## src/hdl/rsa_modular_exponentiation_assert.svh

```systemverilog
// assertion macros shared by the rsa exponentiation modules
`ifndef RSA_MODULAR_EXPONENTIATION_ASSERT_SVH
`define RSA_MODULAR_EXPONENTIATION_ASSERT_SVH

// implication checked on every edge outside reset
`define RME_ASSERT_IMP(label, clk, rst_n, ante, cons) \
    label: assert property (@(posedge clk) disable iff (!rst_n) (ante) |-> (cons)) \
        else $error("assertion failed");

// implication whose consequent is checked in the cycle after the antecedent
`define RME_ASSERT_NEXT(label, clk, rst_n, ante, cons) \
    label: assert property (@(posedge clk) disable iff (!rst_n) (ante) |=> (cons)) \
        else $error("assertion failed");

`endif

```

## src/hdl/rme_pkg.sv

```systemverilog
// ----------------------------------------------------------------------------
// rme_pkg
// types and constants for the rsa modular exponentiation block
// ----------------------------------------------------------------------------
package rme_pkg;
    localparam int MOD_BITS_DEF = 32;
    localparam int WORD_W       = 32;
    localparam int CFG_IDX_W    = 2;

    localparam logic [CFG_IDX_W-1:0] REG_MODULUS  = 2'd0;
    localparam logic [CFG_IDX_W-1:0] REG_PUB_EXP  = 2'd1;
    localparam logic [CFG_IDX_W-1:0] REG_PRIV_EXP = 2'd2;

    localparam logic OP_ENCRYPT = 1'b0;
    localparam logic OP_DECRYPT = 1'b1;

    typedef struct packed {
        logic              op;
        logic [WORD_W-1:0] value;
    } t_in_item;

    typedef struct packed {
        logic [WORD_W-1:0] result;
        logic              too_wide;
    } t_out_item;
endpackage

```

## src/hdl/rme_modmul.sv

```systemverilog
// ----------------------------------------------------------------------------
// rme_modmul
// shift-add modular multiplier, one multiplier bit per cycle, msb first
// ----------------------------------------------------------------------------
module rme_modmul import rme_pkg::*; #(
    parameter int MOD_BITS = MOD_BITS_DEF
) (
    input  logic                i_clk,
    input  logic                i_rst_n,
    input  logic                i_start,
    input  logic [MOD_BITS-1:0] i_a,
    input  logic [MOD_BITS-1:0] i_b,
    input  logic [MOD_BITS-1:0] i_n,
    output logic                o_done,
    output logic [MOD_BITS-1:0] o_p
);
    `include "rsa_modular_exponentiation_assert.svh"

    localparam int CNT_W = $clog2(MOD_BITS + 1);

    logic                r_busy, n_busy;
    logic [CNT_W-1:0]    r_cnt, n_cnt;
    logic [MOD_BITS-1:0] r_acc, n_acc;
    logic [MOD_BITS-1:0] r_a, r_b, r_n;
    logic                r_done;
    logic [MOD_BITS:0]   w_dbl, w_d1, w_add, w_d2;

    // operands are below n, so each doubling and each addition needs one compare and subtract
    always_comb begin
        w_dbl = {r_acc, 1'b0};
        w_d1  = (w_dbl >= {1'b0, r_n}) ? w_dbl - {1'b0, r_n} : w_dbl;
        w_add = w_d1 + (r_b[MOD_BITS-1] ? {1'b0, r_a} : '0);
        w_d2  = (w_add >= {1'b0, r_n}) ? w_add - {1'b0, r_n} : w_add;
        n_busy = r_busy;
        n_cnt  = r_cnt;
        n_acc  = r_acc;
        if (r_busy) begin
            n_acc = w_d2[MOD_BITS-1:0];
            n_cnt = r_cnt - 1'b1;
            if (r_cnt == CNT_W'(1)) begin
                n_busy = 1'b0;
            end
        end else if (i_start) begin
            n_busy = 1'b1;
            n_cnt  = CNT_W'(MOD_BITS);
            n_acc  = '0;
        end
    end

    always_ff @(posedge i_clk) begin
        if (!i_rst_n) begin
            r_busy <= 1'b0;
            r_cnt  <= '0;
            r_done <= 1'b0;
        end else begin
            r_busy <= n_busy;
            r_cnt  <= n_cnt;
            r_done <= r_busy && (r_cnt == CNT_W'(1));
        end
        r_acc <= n_acc;
        if (!r_busy && i_start) begin
            r_a <= i_a;
            r_b <= i_b;
            r_n <= i_n;
        end else if (r_busy) begin
            r_b <= {r_b[MOD_BITS-2:0], 1'b0};
        end
    end

    assign o_done = r_done;
    assign o_p    = r_acc;

    `RME_ASSERT_NEXT(a_mm_done_after_last, i_clk, i_rst_n, r_busy && r_cnt == CNT_W'(1), r_done)
    `RME_ASSERT_IMP(a_mm_done_idle, i_clk, i_rst_n, r_done, !r_busy)
    `RME_ASSERT_IMP(a_mm_below_n, i_clk, i_rst_n, r_done, r_acc < r_n)
endmodule

```

## src/hdl/rme_seq.sv

```systemverilog
// ----------------------------------------------------------------------------
// rme_seq
// square-and-multiply sequencer driving the shared modular multiplier
// ----------------------------------------------------------------------------
module rme_seq import rme_pkg::*; #(
    parameter int MOD_BITS = MOD_BITS_DEF
) (
    input  logic              i_clk,
    input  logic              i_rst_n,
    input  logic              i_start,
    input  logic              i_op,
    input  logic [WORD_W-1:0] i_value,
    input  logic [WORD_W-1:0] i_modulus,
    input  logic [WORD_W-1:0] i_exp,
    output logic              o_done,
    output t_out_item         o_item
);
    `include "rsa_modular_exponentiation_assert.svh"

    localparam logic [2:0] S_IDLE = 3'd0;
    localparam logic [2:0] S_RED  = 3'd1;
    localparam logic [2:0] S_STEP = 3'd2;
    localparam logic [2:0] S_MUL  = 3'd3;
    localparam logic [2:0] S_SQR  = 3'd4;
    localparam logic [2:0] S_FIN  = 3'd5;
    localparam int RED_W = $clog2(WORD_W + 1);

    logic [2:0]          r_state;
    logic [MOD_BITS-1:0] r_n, r_acc, r_sq;
    logic [WORD_W-1:0]   r_e, r_val;
    logic [RED_W-1:0]    r_rcnt;
    logic [MOD_BITS:0]   r_rem;
    logic                r_op, r_done;
    t_out_item           r_item;
    logic                w_mm_start, w_mm_done;
    logic [MOD_BITS-1:0] w_mm_a, w_mm_b, w_mm_p;
    logic [MOD_BITS:0]   w_rsh, w_red;

    // restoring reduction of the operand: one value bit per cycle
    assign w_rsh = {r_rem[MOD_BITS-1:0], r_val[WORD_W-1]};
    assign w_red = (w_rsh >= {1'b0, r_n}) ? w_rsh - {1'b0, r_n} : w_rsh;

    always_comb begin
        w_mm_start = 1'b0;
        w_mm_a     = r_acc;
        w_mm_b     = r_sq;
        if (r_state == S_STEP && r_e != '0) begin
            w_mm_start = 1'b1;
            if (!r_e[0]) begin
                w_mm_a = r_sq;
            end
        end
    end

    rme_modmul #(.MOD_BITS(MOD_BITS)) u_mul (
        .i_clk(i_clk), .i_rst_n(i_rst_n), .i_start(w_mm_start),
        .i_a(w_mm_a), .i_b(w_mm_b), .i_n(r_n),
        .o_done(w_mm_done), .o_p(w_mm_p)
    );

    always_ff @(posedge i_clk) begin
        if (!i_rst_n) begin
            r_state <= S_IDLE;
            r_done  <= 1'b0;
        end else begin
            r_done <= 1'b0;
            case (r_state)
                S_IDLE: begin
                    if (i_start) begin
                        r_n    <= i_modulus[MOD_BITS-1:0];
                        r_op   <= i_op;
                        r_e    <= i_exp;
                        r_val  <= (i_op == OP_DECRYPT) ? i_value
                                                       : {16'd0, i_value[15:0]};
                        r_rem  <= '0;
                        r_rcnt <= RED_W'(WORD_W);
                        r_acc  <= (i_modulus[MOD_BITS-1:0] == MOD_BITS'(1))
                                  ? '0 : MOD_BITS'(1);
                        r_state <= S_RED;
                    end
                end
                S_RED: begin
                    if (r_n == '0) begin
                        r_state <= S_FIN;
                    end else begin
                        r_rem  <= w_red;
                        r_val  <= {r_val[WORD_W-2:0], 1'b0};
                        r_rcnt <= r_rcnt - 1'b1;
                        if (r_rcnt == RED_W'(1)) begin
                            // reduced base becomes the first square operand
                            r_sq    <= w_red[MOD_BITS-1:0];
                            r_state <= S_STEP;
                        end
                    end
                end
                S_STEP: begin
                    if (r_e == '0) begin
                        r_state <= S_FIN;
                    end else begin
                        r_state <= r_e[0] ? S_MUL : S_SQR;
                    end
                end
                S_MUL: begin
                    if (w_mm_done) begin
                        r_acc <= w_mm_p;
                        r_e[0] <= 1'b0;
                        r_state <= S_STEP;
                    end
                end
                S_SQR: begin
                    if (w_mm_done) begin
                        r_sq <= w_mm_p;
                        r_e  <= r_e >> 1;
                        r_state <= S_STEP;
                    end
                end
                S_FIN: begin
                    r_item.too_wide <= 1'b0;
                    r_item.result   <= '0;
                    if (r_n != '0) begin
                        if (r_op == OP_DECRYPT && WORD_W'(r_acc) > WORD_W'(16'hFFFF)) begin
                            r_item.too_wide <= 1'b1;
                        end else begin
                            r_item.result <= WORD_W'(r_acc);
                        end
                    end
                    r_done  <= 1'b1;
                    r_state <= S_IDLE;
                end
                default: r_state <= S_IDLE;
            endcase
        end
    end

    assign o_done = r_done;
    assign o_item = r_item;

    `RME_ASSERT_NEXT(a_seq_fin_done, i_clk, i_rst_n, r_state == S_FIN, r_done && r_state == S_IDLE)
    `RME_ASSERT_IMP(a_seq_wide_zero, i_clk, i_rst_n, r_done && r_item.too_wide, r_item.result == '0)
    `RME_ASSERT_IMP(a_seq_mm_idle, i_clk, i_rst_n, w_mm_done, r_state == S_MUL || r_state == S_SQR)
endmodule

```

## src/hdl/rsa_modular_exponentiation.sv

```systemverilog
// ----------------------------------------------------------------------------
// rsa_modular_exponentiation
// rsa encrypt / decrypt by square-and-multiply modular exponentiation
// ----------------------------------------------------------------------------
// usage
//   config channel: write modulus (0), public exponent (1), private exponent
//   (2) while idle; other indexes are dropped. always ready
//   input channel: op and value; one item at a time, ready only when idle
//   and the output register is empty
//   output channel: result and too_wide held in a register until transfer
// operation
//   operand reduction first, then per exponent bit one modular
//   square plus a multiply when the bit is set, each on the single
//   shared shift-add multiplier; the square after the top exponent bit is
//   skipped, so at most 63 products per item
// reset
//   registers return to modulus 1 and zero exponents, pipeline empties
// stall
//   a held result blocks the next input transfer until taken
// ----------------------------------------------------------------------------
module rsa_modular_exponentiation import rme_pkg::*; #(
    parameter int MOD_BITS = MOD_BITS_DEF
) (
    input  logic                 i_clk,
    input  logic                 i_rst_n,
    input  logic                 i_cfg_valid,
    output logic                 o_cfg_ready,
    input  logic [CFG_IDX_W-1:0] i_cfg_index,
    input  logic [WORD_W-1:0]    i_cfg_data,
    input  logic                 i_in_valid,
    output logic                 o_in_ready,
    input  t_in_item             i_in_item,
    output logic                 o_out_valid,
    input  logic                 i_out_ready,
    output t_out_item            o_out_item
);
    `include "rsa_modular_exponentiation_assert.svh"

    logic [WORD_W-1:0] r_modulus, r_pub_exp, r_priv_exp;
    logic              r_busy, r_out_valid;
    t_out_item         r_out_item;
    logic              w_in_xfer, w_done;
    t_out_item         w_item;

    assign o_cfg_ready = 1'b1;
    assign o_in_ready  = !r_busy && !r_out_valid;
    assign w_in_xfer   = i_in_valid && o_in_ready;

    // configuration registers
    always_ff @(posedge i_clk) begin
        if (!i_rst_n) begin
            r_modulus  <= WORD_W'(1);
            r_pub_exp  <= '0;
            r_priv_exp <= '0;
        end else if (i_cfg_valid) begin
            case (i_cfg_index)
                REG_MODULUS:  r_modulus  <= i_cfg_data;
                REG_PUB_EXP:  r_pub_exp  <= i_cfg_data;
                REG_PRIV_EXP: r_priv_exp <= i_cfg_data;
                default: ;
            endcase
        end
    end

    rme_seq #(.MOD_BITS(MOD_BITS)) u_seq (
        .i_clk(i_clk), .i_rst_n(i_rst_n), .i_start(w_in_xfer),
        .i_op(i_in_item.op), .i_value(i_in_item.value), .i_modulus(r_modulus),
        .i_exp((i_in_item.op == OP_DECRYPT) ? r_priv_exp : r_pub_exp),
        .o_done(w_done), .o_item(w_item)
    );

    // busy from input transfer to result, then the output register holds
    always_ff @(posedge i_clk) begin
        if (!i_rst_n) begin
            r_busy      <= 1'b0;
            r_out_valid <= 1'b0;
        end else begin
            if (w_in_xfer) begin
                r_busy <= 1'b1;
            end else if (w_done) begin
                r_busy <= 1'b0;
            end
            if (w_done) begin
                r_out_valid <= 1'b1;
            end else if (i_out_ready) begin
                r_out_valid <= 1'b0;
            end
        end
        if (w_done) begin
            r_out_item <= w_item;
        end
    end

    assign o_out_valid = r_out_valid;
    assign o_out_item  = r_out_item;

    `RME_ASSERT_IMP(a_top_done_busy, i_clk, i_rst_n, w_done, r_busy && !r_out_valid)
    `RME_ASSERT_NEXT(a_top_hold, i_clk, i_rst_n, r_out_valid && !i_out_ready, r_out_valid)
    `RME_ASSERT_NEXT(a_top_xfer_busy, i_clk, i_rst_n, w_in_xfer, r_busy)
endmodule

```

## config.mk

```make
export PLATFORM = sky130hd
export DESIGN_NAME = rsa_modular_exponentiation
export DESIGN_NICKNAME = d
export VERILOG_FILES = /design/src/hdl/rme_pkg.sv /design/src/hdl/rme_modmul.sv /design/src/hdl/rme_seq.sv /design/src/hdl/rsa_modular_exponentiation.sv
export VERILOG_INCLUDE_DIRS = /design/src /design/src/hdl
export SDC_FILE = /design/constraint.sdc
export NUM_CORES = 1
export LEC_CHECK = 0
export ABC_AREA = 1
export BUFFER_PORTS_ARGS = -buffer_cell sky130_fd_sc_hd__buf_4
export CORE_MARGIN = 10
export CORE_UTILIZATION = 30
export CTS_CLUSTER_SIZE = 8
export DETAILED_ROUTE_END_ITERATION = 8
export GPL_TIMING_DRIVEN = 0
export PLACE_DENSITY = 0.48
export SYNTH_ARGS = -nofsm -noshare
export SYNTH_HDL_FRONTEND = slang
export SYNTH_SLANG_ARGS = --single-unit
```

## constraint.sdc

```tcl
create_clock -name i_clk -period 12.5 [get_ports i_clk]
set_input_delay 0.625 -clock i_clk [delete_from_list [all_inputs] [get_ports i_clk]]
set_output_delay 0.625 -clock i_clk [all_outputs]
set_load 0.1 [all_outputs]
```

## Word level (Yosys, flattened, before mapping)

Index checks and enable logic that the tools add are counted.

| word-level totals | value |
|---|---|
| logic and storage cells | 144 |
| register bits after elaboration | 503 |
| latch bits | 0 |
| output and inout bits | 36 |
| bits in read-only memories | 0 |
| bits in writable memories | 0 |
| bits of input ports | 72 |
| memories kept | 0 |

| operators by class | value |
|---|---|
| $add $sub $neg | 6 |
| multiplexer cells | 52 |
| reductions and logical operators | 37 |
| order comparisons | 4 |
| shifts and indexed selects | 0 |
| equality and inequality tests | 17 |
| div/mod/pow operators | 0 |
| bitwise logic cells | 1 |
| $mul | 0 |

Operators with widths:

| operator | number |
|---|---|
| 2-to-1 mux 32 bit | 21 |
| case mux 32 bit (2 select lines) | 4 |
| greater-or-equal comparator 33 x 32 -> 1 bit | 3 |
| zero test 32 bit | 2 |
| nonzero test 32 bit | 2 |
| subtractor 32 bit | 2 |
| case mux 31 bit (2 select lines) | 1 |
| adder 33 x 32 -> 33 bit | 1 |
| 2-to-1 mux 33 bit | 1 |
| subtractor 33 x 32 -> 33 bit | 1 |
| == test 32 x 1 -> 1 bit (second input constant) | 1 |
| > comparator 32 x 16 -> 1 bit (second input constant) | 1 |
| 2-to-1 mux 6 bit | 4 |
| 2-to-1 mux 3 bit | 6 |
| nonzero test 2 bit | 8 |
| == test 6 x 1 -> 1 bit (second input constant) | 2 |
| 2-to-1 mux 1 bit | 12 |
| case mux 3 bit (4 select lines) | 1 |
| case mux 6 bit (2 select lines) | 1 |
| AND reduction 4 bit | 3 |
| subtractor 6 x 1 -> 6 bit (second input constant) | 2 |
| AND reduction 5 bit | 2 |
| AND reduction 2 bit | 4 |
| == test 3 x 2 -> 1 bit (second input constant) | 2 |
| 16 further kinds | 30 |

## Longest topological paths before layout

| logic depth | value |
|---|---|
| depth in word-level cells | 6 |
| depth in mapped cells | 44 |

## Modules after synthesis

Synthesis repeated with hierarchy kept, for this count alone.

| second synthesis, totals | value |
|---|---|
| cells, all modules | 3991 |
| area, all modules | 30609.4 um^2 |

By module, submodules not included:

| module | area each (um^2) | seq. area each (um^2) | cells each | instances |
|---|---|---|---|---|
| rme_seq | 13137.6 | 7046.8 | 1554 | 1 |
| rme_modmul | 11974.0 | 4003.8 | 1703 | 1 |
| rsa_modular_exponentiation | 5497.8 | 2952.8 | 734 | 1 |

## Worst setup path after synthesis

No wires, ideal clock.

| timing | value |
|---|---|
| path kind | reg-to-reg |
| start point | reg r_out_valid, in the netlist o_out_valid |
| end point | reg u_seq.r_rcnt[0], enable pin |
| stages on the path, launching flop included | 8 |
| data arrival time | 6.074 ns |
| clock period less this slack | 6.595 ns |
| buffers on the path | 0 |
| data required time | 11.979 ns |
| slack | 5.905 ns |
| setup time | 0.521 ns |
| path through | dfxtp_1 -> nor2_1 -> nand2_1 -> nand2_1 -> inv_1 -> nor2_1 -> inv_1 -> a21oi_1 |

| on the way | value |
|---|---|
| cells in the longest elaborated chain, start to end | 5 |

Ends and longest elaborated chain:

| what | line | text |
|---|---|---|
| start: declaration | rsa_modular_exponentiation.sv:40 | `logic r_busy, r_out_valid;` |
| start signal: assignment | rsa_modular_exponentiation.sv:76 | `r_out_valid <= 1'b0;` |
| start signal: assignment | rsa_modular_exponentiation.sv:84 | `r_out_valid <= 1'b1;` |
| start signal: assignment | rsa_modular_exponentiation.sv:86 | `r_out_valid <= 1'b0;` |
| zero test 1 bit | rsa_modular_exponentiation.sv:46 | `assign o_in_ready = !r_busy && !r_out_valid;` |
| logical AND 1 bit | rsa_modular_exponentiation.sv:46 |  |
| net o_in_ready | rsa_modular_exponentiation.sv:31 | `output logic o_in_ready,` |
| logical AND 1 bit | rsa_modular_exponentiation.sv:47 | `assign w_in_xfer = i_in_valid && o_in_ready;` |
| != test 2 x 1 -> 1 bit (no source line) | - |  |
| AND reduction 4 bit (no source line) | - |  |
| end signal: assignment | rme_seq.sv:76 | `r_rcnt <= RED_W'(WORD_W);` |
| end signal: assignment | rme_seq.sv:88 | `r_rcnt <= r_rcnt - 1'b1;` |
| end: declaration | rme_seq.sv:31 | `logic [RED_W-1:0] r_rcnt;` |

The timed path passes the listed nets, and every way through them passes these cells.
A chain may end at the register's enable or synchronous reset.

## Worst setup path in the final report

| timing | value |
|---|---|
| start point | reg u_seq.u_mul.r_acc[14], in the netlist u_seq.u_mul.o_p[14] |
| end point | reg u_seq.u_mul.r_acc[1], in the netlist u_seq.u_mul.o_p[1], data pin |

| on the way | value |
|---|---|
| cells in the longest elaborated chain, start to end | 6 |
| elaborated cells between the ends (all ways) | 8 |

Ends and longest elaborated chain:

| what | line | text |
|---|---|---|
| start: declaration | rme_modmul.sv:23 | `logic [MOD_BITS-1:0] r_acc, n_acc;` |
| start signal: assignment | rme_modmul.sv:60 | `r_acc <= n_acc;` |
| subtractor 33 x 32 -> 33 bit / greater-or-equal comparator 33 x 32 -> 1 bit (equally long branches) | rme_modmul.sv:31 | `w_d1 = (w_dbl >= {1'b0, r_n}) ? w_dbl - {1'b0, r_n} : w_dbl;` |
| 2-to-1 mux 33 bit (*) | rme_modmul.sv:31 |  |
| adder 33 x 32 -> 33 bit (*) | rme_modmul.sv:32 | `w_add = w_d1 + (r_b[MOD_BITS-1] ? {1'b0, r_a} : '0);` |
| greater-or-equal comparator 33 x 32 -> 1 bit / subtractor 32 bit (equally long branches) | rme_modmul.sv:33 | `w_d2 = (w_add >= {1'b0, r_n}) ? w_add - {1'b0, r_n} : w_add;` |
| 2-to-1 mux 32 bit (*) | rme_modmul.sv:33 |  |
| 2-to-1 mux 32 bit (*) | rme_modmul.sv:37 | `if (r_busy) begin` |

Every way passes the cells marked *; elsewhere a longest branch is shown, timed or not.

==> impl.org <==
** CTS
- Sinks on the clock net :: 503
- Number of setup buffers added after CTS :: 0
- TritonCTS built the clock tree.
- The clock reaches the later pin of the worst-skew pair after 0.65 ns.
- Maximum clock path buffer count :: 3
- TritonCTS created 75 clock buffers.
- Deepest level of the CTS H-tree :: 3
- Clock tree synthesis selected as its root buffer the cell clkbuf_16.
- Clk slew on worst S/H paths :: 0.06 ns
- Post-CTS sizing :: 0
- Number of hold buffers added after cts :: 0

** Global route
- Wire length of the first global-routing pass :: 148000 microns
- Global routing used 18.0% of the available tracks.
- The number of global-route vias before repair came to 24700.
- The initial antenna violation count came to 2.
- After global routing the overflow that remains totals 0.
- Entering global routing, the biggest net connects 39 pins.

** Cells and area
- Multi-input combinational cell area :: 12600 sq um
- Non-filler instance count after layout :: 5016
- Share of layout cells above drive strength 1 :: 7.84%
- The sequential cells in the finished layout cover a total of 14000 sq um.
- The top cell types in the final layout, fill and taps aside, are 786 x nand2_1, 480 x nor2_1, 461 x inv_1.
- In the final design database the tool counted 3918 nets.
- Diode count :: 0
- Leaving out fill and tap cells, the most frequent cell in the layout is nand2_1.
- From synthesis to final layout, the design area changed by 16.9%.
- The layout has 10100 filler cells.

** Setup path
- STA puts the critical path data arrival time at 7.52 ns.
- The cell that appears most often on the critical path is nand2_1.
- Critical path peak fanout :: 10
- Slowest Stage Delay on Critical Path :: 0.51 ns
- The critical path starts at u_seq.u_mul.o_p[14]$_SDFFCE_PN0P_.
- The worst setup path is launched from a flip-flop.
- At the worst endpoint, the required time is 12.89 ns.
- Cell with the biggest individual delay on the critical path :: edfxtp_1
- Worst setup path class :: reg2reg
- Nature of the critical path endpoint :: flip-flop
- Startpoint of the lowest-slack register-to-register path :: u_seq.u_mul.o_p[14]$_SDFFCE_PN0P_

** Route
- In this run the remaining antenna-violating nets after routing total 0.
- The detailed router finished its first iteration with 1571 violations.
- The final layout contains routed wiring with a total length of 99600 microns.
- The routed layout has 24200 vias.
- Routed length per placed instance :: 19.9 microns
- For this run, design rule violations remaining after detail routing come to 0.
- Vias per cell :: 4.82
- DRT Pass-1 Iters :: 5

** Timing
- Shortest clock period the worst path allows after layout :: 7.14 ns
- Fin. max-slew vios :: 0
- Maximum clock skew at final layout :: 0.0436 ns
- The hold violation count in the final report came to 0.
- Actual slew at the worst max-slew pin :: 1.29 ns
- Setup total negative slack on the finished layout was measured at 0 ns.
- Part of the cycle the worst path needs :: 57.1%
- Count of endpoints failing setup in the final report :: 0
- Based on the critical path, the design can be clocked at up to 140 MHz.
- Worst slew slack as a fraction of its limit :: 13.6%
- Worst hold margin :: 0.206 ns
- Unrepaired setup endpoints after global routing :: false
- Slack of the critical path :: 5.36 ns

** Synth
- Top-area cell type share of the netlist area :: 41.0%
- Unique masters post-synth :: 59
- After synthesis the netlist holds a flip-flop and latch count of 503.
- Dividing the synthesized area by the synthesized cell count gives 8.20 sq um.
- Number of warnings issued by yosys :: 0
- Of all cell types, the one taking the most synthesized area is edfxtp_1.
- In the post-synthesis netlist, the biggest area contributors are edfxtp_1 41%, nand2_1 10%, dfxtp_1 7.6%, nor2_1 6.3%, inv_1 6.0%.
- Async S/R FF share, synth :: 0%
- When the netlist entered floorplanning its net count stood at 3720.
- Summed instance area of the synthesized netlist :: 28800 sq um
- Number of enable-type register cells in the synthesized netlist :: 393
- Number of instances in the synthesized netlist :: 3512
- Most used flip-flop cell after synthesis :: edfxtp_1
- Part of the Yosys area used for sequential elements :: 48.6%

** Pwr
- VDD IR-drop max :: 0.148 mV
- For this design the static power due to leakage is 14.3 nW.
- Pwr dens :: 282 nW/um^2
- Power Total :: 9.50 mW

** Placement
- In this run, placement finished with an instance count of 4898.
- OpenSTA, run right after detailed placement, puts the worst setup slack at 5.33 ns.
- In this run the tool buffered the top-level ports with 105 buffer cells.
- Summed over all nets, the half-perimeter wirelength after detailed placement is 80700 microns.
- The congestion estimate from routability-driven global placement came to 0.961.

** Min path
- In this run the worst hold path is classified as in2reg.
- The worst hold path begins at i_in_item[32].

** Die
- In this run the count of I/O pins placed on the die edge is 108.
- The initialized floorplan defines 113 standard-cell rows.
- The die is 330 microns wide.
- For this configuration, the core starts out at a cell density of 30.3%.
- The region available for standard cell placement spans 95200 sq um.
- Die span in y :: 330 microns
- The die covers 109000 sq um.

** Job
- Across the run, the number of max-cap violations was 0.

** Outcome
- The flow ran to the end, and the final reports show no timing, DRC or antenna violations.
where the power goes:
part           internal, mW  switching (mW)
clock                  1.15           0.772
combinational          1.60            3.56
sequential             2.25           0.167
flip-flops by register name, indices dropped and copies added (netlist names), 3 cells and up:
register           cells
o_out_item            33
r_modulus             32
r_priv_exp            32
r_pub_exp             32
u_seq.o_item          33
u_seq.r_acc           32
u_seq.r_e             32
u_seq.r_n             32
u_seq.r_rcnt           6
u_seq.r_rem           32
u_seq.r_sq            32
u_seq.r_state          3
u_seq.r_val           32
u_seq.u_mul.o_p       32
u_seq.u_mul.r_a       32
u_seq.u_mul.r_b       32
u_seq.u_mul.r_cnt      6
u_seq.u_mul.r_n       32
cell usage after synthesis, types with 5 or more instances:
library cell	count
buf_4	5
o21bai_1	18
nor3_1	20
o21ai_1	27
nor2_2	5
nand3_1	88
xor2_1	58
inv_1	462
nor2_1	482
buf_6	5
o211ai_1	7
xnor2_1	34
dfxtp_1	110
a21o_1	13
o21ai_0	336
a31oi_1	14
nor4_1	35
inv_2	6
ha_1	132
a211oi_1	5
buf_2	14
nand4_1	63
clkbuf_1	87
or2_2	5
nand2_1	787
a21oi_1	189
nand3b_1	40
buf_1	5
nand2_2	12
o2111ai_1	6
edfxtp_1	393
cell type report:
type                       count  area share [%]
timing repair buffer         121            3.09
multi-input combinational   2422            37.4
clock buffer                 109            6.21
clock inverter                 9           0.234
tap                         1265            4.70
sequential                   503            41.6
buffer                       116            1.51
inverter                     471            5.26
through the flow:
stage,instance area (sq um),utilization [%]
4_1_cts,33600,35.4
5_1_grt,33600,35.4
6_report,33600,35.4
2_1_floorplan,28800,-
3_3_place_gp,31200,32.8
3_5_place_dp,31500,33.1
worst paths after layout:
path / to / depth (start not counted) / slack, ns
setup / recovery: u_seq.u_mul.o_p[1]$_SDFFCE_PN0P_ / 39 / 5.36
hold / removal: u_seq.r_op$_DFFE_PP_ / 1 / 0.21
setup reg to reg: u_seq.u_mul.o_p[1]$_SDFFCE_PN0P_ / 39 / 5.36
hold reg to reg: o_out_item[28]$_DFFE_PP_ / 0 / 0.41
kinds of logic (layout without fill, tap and decap cells):
kind of cell             Yosys count  in the layout  synth area share, %
AND/OR/NAND/NOR                 1556           1556                 22.7
other                              1              1               0.0130
XOR/XNOR                          92             92                 2.80
buffers and inverters            587            826                 7.91
adder cells (fa/ha/maj)          136            136                 6.01
AO/OA/AOI/OAI                    637            637                 11.9
flip-flops                       503            503                 48.6
metal layers:
metal  part of all wire [%]  GRT usage (%)
met5                      0              0
met3                    4.2           2.49
met2                     48           31.3
met4                    3.4           6.54
met1                     44           22.5
critical path: cells and delay by family (launching register included):
family	cells	cell delay, ns
and+or+nand+nor	23	2.90
adders and majority gates	4	1.37
buffers and inverters	9	1.22
AOI/OAI and AO/OA	3	0.85
DFF	1	0.51
(Power assumes the default switching activity.)
